===== config.mk =====
export PLATFORM = sky130hd
export DESIGN_NAME = hks_ctrl
export DESIGN_NICKNAME = d
export VERILOG_FILES = /design/src/rtl/hks_pkg.sv /design/src/rtl/hks_ctrl.sv
export SDC_FILE = /design/constraint.sdc
export NUM_CORES = 1
export LEC_CHECK = 0
export BUFFER_PORTS_ARGS = -buffer_cell sky130_fd_sc_hd__buf_2
export CORE_AREA = 2 2 39 41
export DETAILED_ROUTE_END_ITERATION = 6
export DIE_AREA = 0 0 41 43
export GPL_ROUTABILITY_DRIVEN = 0
export PLACE_DENSITY = 0.39
export SYNTH_ARGS = -nofsm -noshare
export SYNTH_HDL_FRONTEND = slang
export SYNTH_SLANG_ARGS = --single-unit
export TNS_END_PERCENT = 1

===== constraint.sdc =====
create_clock -name clk -period 4 [get_ports clk]
set_input_delay 0.4 -clock clk [delete_from_list [all_inputs] [get_ports clk]]
set_output_delay 0.4 -clock clk [all_outputs]
set_load 0.005 [all_outputs]

===== src/rtl/hks_pkg.sv =====
// Shared package for the hashed key set: request and result types, the
// controller/datapath command and status structs, opcodes and status codes.
// Depends on nothing; every other file imports it.
package hks_pkg;

  // Hash settings.
  localparam int          HASH_W     = 64;
  localparam logic [63:0] HASH_START = 64'd5381;

  // Default sizes handed to the top level.
  localparam int BUCKET_COUNT_DEF     = 64;
  localparam int SLOTS_PER_BUCKET_DEF = 1;
  localparam int MAX_KEY_BYTES_DEF    = 16;

  // Opcodes (any other code behaves as a find).
  localparam logic [1:0] OP_INSERT = 2'd0;
  localparam logic [1:0] OP_REMOVE = 2'd1;
  localparam logic [1:0] OP_FIND   = 2'd2;

  // Status codes of a result.
  localparam logic [2:0] ST_ADDED       = 3'd0;
  localparam logic [2:0] ST_COLLISION   = 3'd1;
  localparam logic [2:0] ST_FOUND       = 3'd2;
  localparam logic [2:0] ST_NOT_FOUND   = 3'd3;
  localparam logic [2:0] ST_REMOVED     = 3'd4;
  localparam logic [2:0] ST_REMOVE_MISS = 3'd5;
  localparam logic [2:0] ST_TOO_LONG    = 3'd6;

  // One request: a key byte with its opcode and last-byte mark.
  typedef struct packed {
    logic [1:0] opcode;
    logic [7:0] key_byte;
    logic       last;
  } in_req_t;

  // One result.
  typedef struct packed {
    logic [2:0] status;
    logic [5:0] bucket;
    logic [2:0] slot;
  } out_rsp_t;

  // Commands from the controller to the datapath.
  typedef struct packed {
    logic accept;    // take the request on the input ports
    logic clr_step;  // clear one bucket of lengths
    logic rd;        // read the bucket lengths and the first slot's key
    logic cmp;       // compare the current slot, finish when done
    logic fail;      // report a key that was too long
  } hks_cmd_t;

  // Status from the datapath to the controller.
  typedef struct packed {
    logic clr_last;  // clearing pass is at its last bucket
    logic too_long;  // the buffered key overflowed
    logic mod_done;  // bucket index is ready
    logic cmp_done;  // current slot matched or was the last one
  } hks_sts_t;

endpackage


===== src/rtl/hks_ctrl.sv =====
// Controller of the hashed key set: sequences the clearing pass, byte intake,
// bucket lookup and slot compares. Uses hks_pkg; drives the datapath by hks_cmd_t.
module hks_ctrl
  import hks_pkg::*;
(
  input  logic     clk,
  input  logic     rst_n,
  input  logic     start,
  input  logic     in_last,
  input  hks_sts_t sts,
  output hks_cmd_t cmd,
  output logic     busy
);

  localparam logic [1:0] S_CLEAR = 2'd0;
  localparam logic [1:0] S_IDLE  = 2'd1;
  localparam logic [1:0] S_DIV   = 2'd2;
  localparam logic [1:0] S_CMP   = 2'd3;

  logic [1:0] state_r;
  logic [1:0] state_nxt;

  // Next state and commands.
  always_comb begin
    state_nxt = state_r;
    cmd       = '0;
    case (state_r)
      S_CLEAR: begin
        cmd.clr_step = 1'b1;
        if (sts.clr_last) begin
          state_nxt = S_IDLE;
        end
      end
      S_IDLE: begin
        if (start) begin
          cmd.accept = 1'b1;
          if (in_last) begin
            state_nxt = S_DIV;
          end
        end
      end
      S_DIV: begin
        if (sts.too_long) begin
          cmd.fail  = 1'b1;
          state_nxt = S_IDLE;
        end else if (sts.mod_done) begin
          cmd.rd    = 1'b1;
          state_nxt = S_CMP;
        end
      end
      S_CMP: begin
        cmd.cmp = 1'b1;
        if (sts.cmp_done) begin
          state_nxt = S_IDLE;
        end
      end
      default: begin
        state_nxt = S_IDLE;
      end
    endcase
  end

  // State register; reset starts the clearing pass.
  always_ff @(posedge clk) begin
    if (!rst_n) begin
      state_r <= S_CLEAR;
    end else begin
      state_r <= state_nxt;
    end
  end

  assign busy = (state_r != S_IDLE);

endmodule


==> impl_metrics.csv, run 1 <==
group,metric,value,unit
status,status,"complete, no violations",
finish,layout.nets,57,
floorplan,io_pins,14,
synth,mappedNetlistNets,39,
timing,tightest_slew,0.284,ns
worst_setup_path,path_max_fanout,5,
synth,yosysWarnings,0,
min_path,holdCritPathClass,"input pin to flip-flop",
routing,avgViaCountPerCell,3.88,
pwr,irDropWorstVdd,0.168,mV
pwr,power,0.000134,W
timing,fin_skew,0.00230,ns
floorplan,start_util,18.4,%
timing,report.final.hold_viol_count,0,
placed_design,numPortBuffers,13,
timing,period_minus_slack,1.68,ns
floorplan,core_area,0.00138,mm2
pwr,internal_power,0.0000911,W
finish,largest_registers,"state_r: 2 flops",
finish,largest_reg_flops,2,
clock_network,cts_setup_buffers,0,
pwr,p_sw_share,32.1,%
global_route,grt_pass1_vias,227,
pwr,power_leakage,0.184,nW
placed_design,place_inst,55,
timing,setup_tns,0,ns
worst_setup_path,crit_path_top_delay_cell,"dfxtp_1",
pwr,switchingPower,0.0000430,W
routing,drt_iter0_markers,2,
pwr,seqPwrFrac,21.8,%
routing,drtPass1Iterations,2,
floorplan,die_w,41,um
finish,diodes,0,
routing,post_drt_wl_per_cell,8.59,um
synth,synth.distinct_cells,16,
clock_network,htreeDepth,1,
global_route,grt_max_degree,6,
floorplan,die_y,43,um
routing,drt_wl_total,498,um
floorplan,rows,14,
finish,largest-register,"state_r",
global_route,overflow,0,
floorplan,dieArea,0.00176,mm2
timing,rsz0062_at_grt,"false",
global_route,antenna_found_initial,0,
job,maxCapViolations,0,
worst_setup_path,cp-start-kind,"flip-flop",
synth,synth.cells.most_frequent,"ha_1, inv_1, nor2b_1, dfxtp_1, nand2_1",
pwr,power.share.clock,32.5,%
timing,setup_violations,0,
clock_network,cts-buffers-inserted,3,
worst_setup_path,crit_family,"flip-flops",
synth,synth_edf_count,0,
clock_network,clk_latency,0.22,ns
synth,synth_top_area_share,24.6,%
worst_setup_path,cp-end-kind,"primary output",
timing,whs,0.468,ns
pwr,power.density,371,mW/mm2
synth,yosysMostFrequentCell,"ha_1",
synth,synth_area_leader_cell,"ha_1",
worst_setup_path,slowest_delay,0.39,ns
finish,finalNonFillerCells,58,
worst_setup_path,crit_chain,"inv_1 > ha_1 > and2_2 > buf_2",
synth,synth_area,254,um2
worst_setup_path,critPathBufInv,2,
timing,relSlewSlack,81.0,%
placed_design,post-dp-hpwl,442,um
timing,fin_crit_sh,42.0,%
clock_network,cts_buffer_depth,2,
worst_setup_path,crit_arrival,1.28,ns
global_route,grt_pass1_wl,821,um
synth,synth_area_leaders,"ha_1, dfxtp_1, a2111oi_4, nor2b_1, nor2b_4",
routing,vias,225,
worst_setup_path,cp_data_required_time,3.60,ns
global_route,grt.total_usage,7.41,%
timing,fmax,596,MHz
clock_network,clk_pin_slew,0.03,ns
timing,finalMaxSlewViolations,0,
synth,synth_ff_type,"dfxtp_1",
clock_network,cts_resized,0,
finish,area_growth,42.4,%
synth,async_flop_share,0,%
synth,synthCells,26,
finish,drive_gt1_share,50.0,%
routing,antenna_left,0,
routing,drc_errors,0,
worst_setup_path,path_class,"flip-flop to primary output",
synth,synth_seq_cells,2,
clock_network,hold_buffers,0,
pwr,combPwrFrac,45.8,%
clock_network,clock_sinks,2,
clock_network,cts-root-buf,"clkbuf_4",
synth,syn_area_per_cell,9.77,um2
clock_network,cts_tree,"built",
synth,synth_sequential_area_ratio,15.8,%
through the flow:
step | worst slack (ns) | utilization (%) | instance area (um2)
3_3_place_gp | 2.55 | 24.5 | 339
3_5_place_dp | 2.52 | 24.5 | 339
6_report | 2.32 | 26.1 | 362
5_1_grt | 2.24 | 26.1 | 362
2_1_floorplan | 2.62 | - | 254
4_1_cts | 2.29 | 26.1 | 362
routing by layer:
| layer | wire length [um] | track usage [%] | up-vias |
|---|---|---|---|
| li1 | - | - | 121 |
| met1 | 179 | 6.37 | 96 |
| met2 | 264 | 10.9 | 8 |
| met3 | 55 | 3.66 | 0 |
| met4 | 0 | 8.00 | 0 |
| met5 | 0 | 0 | - |
cell usage in the layout, fill, tap and decap left out, drive strengths merged:
cell type,instances
nor3,1
clkbuf,3
nand2,3
buf,13
nor3b,1
o211ai,1
ha,5
and2,2
mux2i,1
and3b,1
inv,3
nor2b,4
dfxtp,2
a2111oi,1
o2bb2ai,1
final timing paths:
kind	from	endpoint	slack, ns	depth (start not counted)
worst min-delay path	rst_n	state_r[1]$_SDFFE_PN0P_	0.47	3
worst max-delay path	state_r[1]$_SDFFE_PN0P_	cmd[4]	2.32	4
worst max register to register	state_r[0]$_SDFFE_PN0P_	state_r[1]$_SDFFE_PN0P_	2.55	5
worst min register to register	state_r[1]$_SDFFE_PN0P_	state_r[1]$_SDFFE_PN0P_	0.52	2
worst reg2reg max path: stages (launching register included):
cell       delay, ns
dfxtp_1         0.37
inv_1           0.10
ha_1            0.21
nor2b_4         0.14
a2111oi_4       0.34
mux2i_1         0.21
logic make-up after synthesis:
logic type	Yosys count	share of synthesized area [%]
compound gates	3	17.2
buf+inv	3	4.43
mux	1	3.94
fa+ha+maj	5	24.6
flops	2	15.8
simple gates	12	34.0
power by group through the flow:
stage	Combinational (W)	Sequential [W]	Clock (W)
floorplan	0.0000445	0.0000281	0
global placement	0.0000631	0.0000296	0
detailed placement	0.0000636	0.0000298	0
CTS	0.0000632	0.0000295	0.0000471
global route	0.0000708	0.0000295	0.0000502
finish	0.0000614	0.0000292	0.0000436
area by class of cell:
type	instances	area, um2
sequential	2	40.0
inverter	3	11.3
fill	155	1020
tap	16	20.0
clock buffer	3	22.5
timing repair buffer	13	65.1
multi-input combinational	21	203
Power figures use the tool's default switching activity.
==> run 2: changes to the inputs <==
- clock period: 4 -> 1.6 ns (I/O delays scaled with it)
==> impl_metrics.csv, run 2 (same netlist as run 1, synthesis figures left out) <==
group,metric,value,unit
status,status,"complete, no violations",
timing,setup_ws,0.181,ns
clock_network,cts_buffer_depth,2,
worst_setup_path,cp-end-kind,"flip-flop",
finish,largest_reg_flops,2,
pwr,p_sw_share,32.9,%
pwr,power.density,947,mW/mm2
worst_setup_path,path_max_fanout,4,
routing,drt_iter0_markers,4,
finish,drive_gt1_share,54.8,%
global_route,grt_pass1_wl,972,um
worst_setup_path,cp_data_required_time,1.75,ns
global_route,grt.total_usage,8.42,%
finish,layout.nets,57,
pwr,switchingPower,0.000113,W
global_route,overflow,0,
clock_network,cts_tree,"built",
clock_network,htreeDepth,1,
timing,setup_tns,0,ns
finish,post-route-util,26.3,%
timing,fmax,705,MHz
timing,fin_skew,0.00189,ns
pwr,power_leakage,0.185,nW
timing,relSlewSlack,79.8,%
timing,period_minus_slack,1.42,ns
finish,diodes,0,
routing,drtPass1Iterations,2,
pwr,internal_power,0.000231,W
finish,area_growth,43.3,%
job,maxCapViolations,0,
global_route,grt_max_degree,6,
finish,layout_common_cells,"buf_2, ha_1, inv_1, nor2b_1, clkbuf_4",
timing,rsz0062_at_grt,"false",
floorplan,core_area,0.00138,mm2
clock_network,cts-buffers-inserted,3,
clock_network,cts_resized,0,
floorplan,die_w,41,um
routing,avgViaCountPerCell,4.05,
floorplan,dieArea,0.00176,mm2
floorplan,start_util,18.4,%
routing,drc_errors,0,
timing,tightest_slew,0.302,ns
floorplan,rows,14,
floorplan,die_y,43,um
finish,finalNonFillerCells,58,
clock_network,clock_sinks,2,
placed_design,pre_cts_slack,0.124,ns
routing,antenna_left,0,
finish,final_area,364,um2
timing,fin_crit_sh,88.7,%
finish,layout_commonest_cell,"buf_2",
placed_design,post-dp-hpwl,449,um
pwr,combPwrFrac,45.6,%
finish,largest-register,"state_r",
timing,setup_violations,0,
routing,vias,235,
global_route,grt_pass1_vias,251,
clock_network,clk_pin_slew,0.03,ns
routing,post_drt_wl_per_cell,9.45,um
pwr,power.share.clock,32.5,%
global_route,antenna_found_initial,0,
placed_design,numPortBuffers,13,
pwr,irDropWorstVdd,0.271,mV
floorplan,io_pins,14,
finish,num-fill-cells,162,
worst_setup_path,cp-start-kind,"flip-flop",
clock_network,clk_latency,0.23,ns
timing,finalMaxSlewViolations,0,
finish,largest_registers,"state_r: 2 flops",
clock_network,cts-root-buf,"clkbuf_4",
placed_design,placed_area,339,um2
clock_network,cts_setup_buffers,0,
worst_setup_path,path_class,"flip-flop to flip-flop",
min_path,holdCritPathClass,"input pin to flip-flop",
pwr,seqPwrFrac,21.8,%
placed_design,place_inst,55,
routing,drt_wl_total,548,um
worst_setup_path,crit_arrival,1.57,ns
timing,report.final.hold_viol_count,0,
clock_network,hold_buffers,0,
[run 2: cell count changes in the layout (fill, tap and decap cells not counted)]
cell and delta:
dfxtp_1 -2, dfxtp_2 +2
[run 2: path summary, 6_finish.rpt]
check	start	end	slack (ns)	cells after the start
max	state_r[0]$_SDFFE_PN0P_	state_r[1]$_SDFFE_PN0P_	0.18	5
min reg2reg	state_r[0]$_SDFFE_PN0P_	state_r[0]$_SDFFE_PN0P_	0.48	2
max reg2reg	state_r[0]$_SDFFE_PN0P_	state_r[1]$_SDFFE_PN0P_	0.18	5
min	rst_n	state_r[1]$_SDFFE_PN0P_	0.21	3
[run 2: layout make-up]
cell class                      count  area, um2  area share, %
Tap cell                           16       20.0           5.50
Inverter                            3       11.3           3.09
Multi-Input combinational cell     21        203           55.7
Sequential cell                     2       42.5           11.7
Timing Repair Buffer               13       65.1           17.9
Clock buffer                        3       22.5           6.19
[run 2: critical path, cell delays in order, from the launching register on]
cell and delay (ns):
dfxtp_2 0.34, inv_1 0.08, ha_1 0.22, nor2b_4 0.14
a2111oi_4 0.36, mux2i_1 0.21
[run 2: power by group through the flow]
stage	Combinational (W)	Clock, W	Sequential, W
floorplan	0.000111	0	0.0000703
global placement	0.000155	0	0.0000757
detailed placement	0.000159	0	0.0000734
CTS	0.000160	0.000118	0.0000727
global route	0.000184	0.000123	0.0000792
finish	0.000157	0.000112	0.0000753
[run 2: metal layers]
layer | global-route usage (%) | wire length (um) | vias up
met1 | 7.99 | 202 | 104
met2 | 12.8 | 291 | 10
li1 | - | - | 119
met4 | 8.00 | 13 | 0
met5 | 0 | 0 | -
met3 | 3.14 | 41 | 2
[run 2: metrics by stage]
step	hold WS, ns	total power, W
floorplan	0.307	0.000182
global placement	0.445	0.000231
detailed placement	0.454	0.000232
CTS	0.215	0.000350
global route	0.236	0.000386
finish	0.212	0.000345
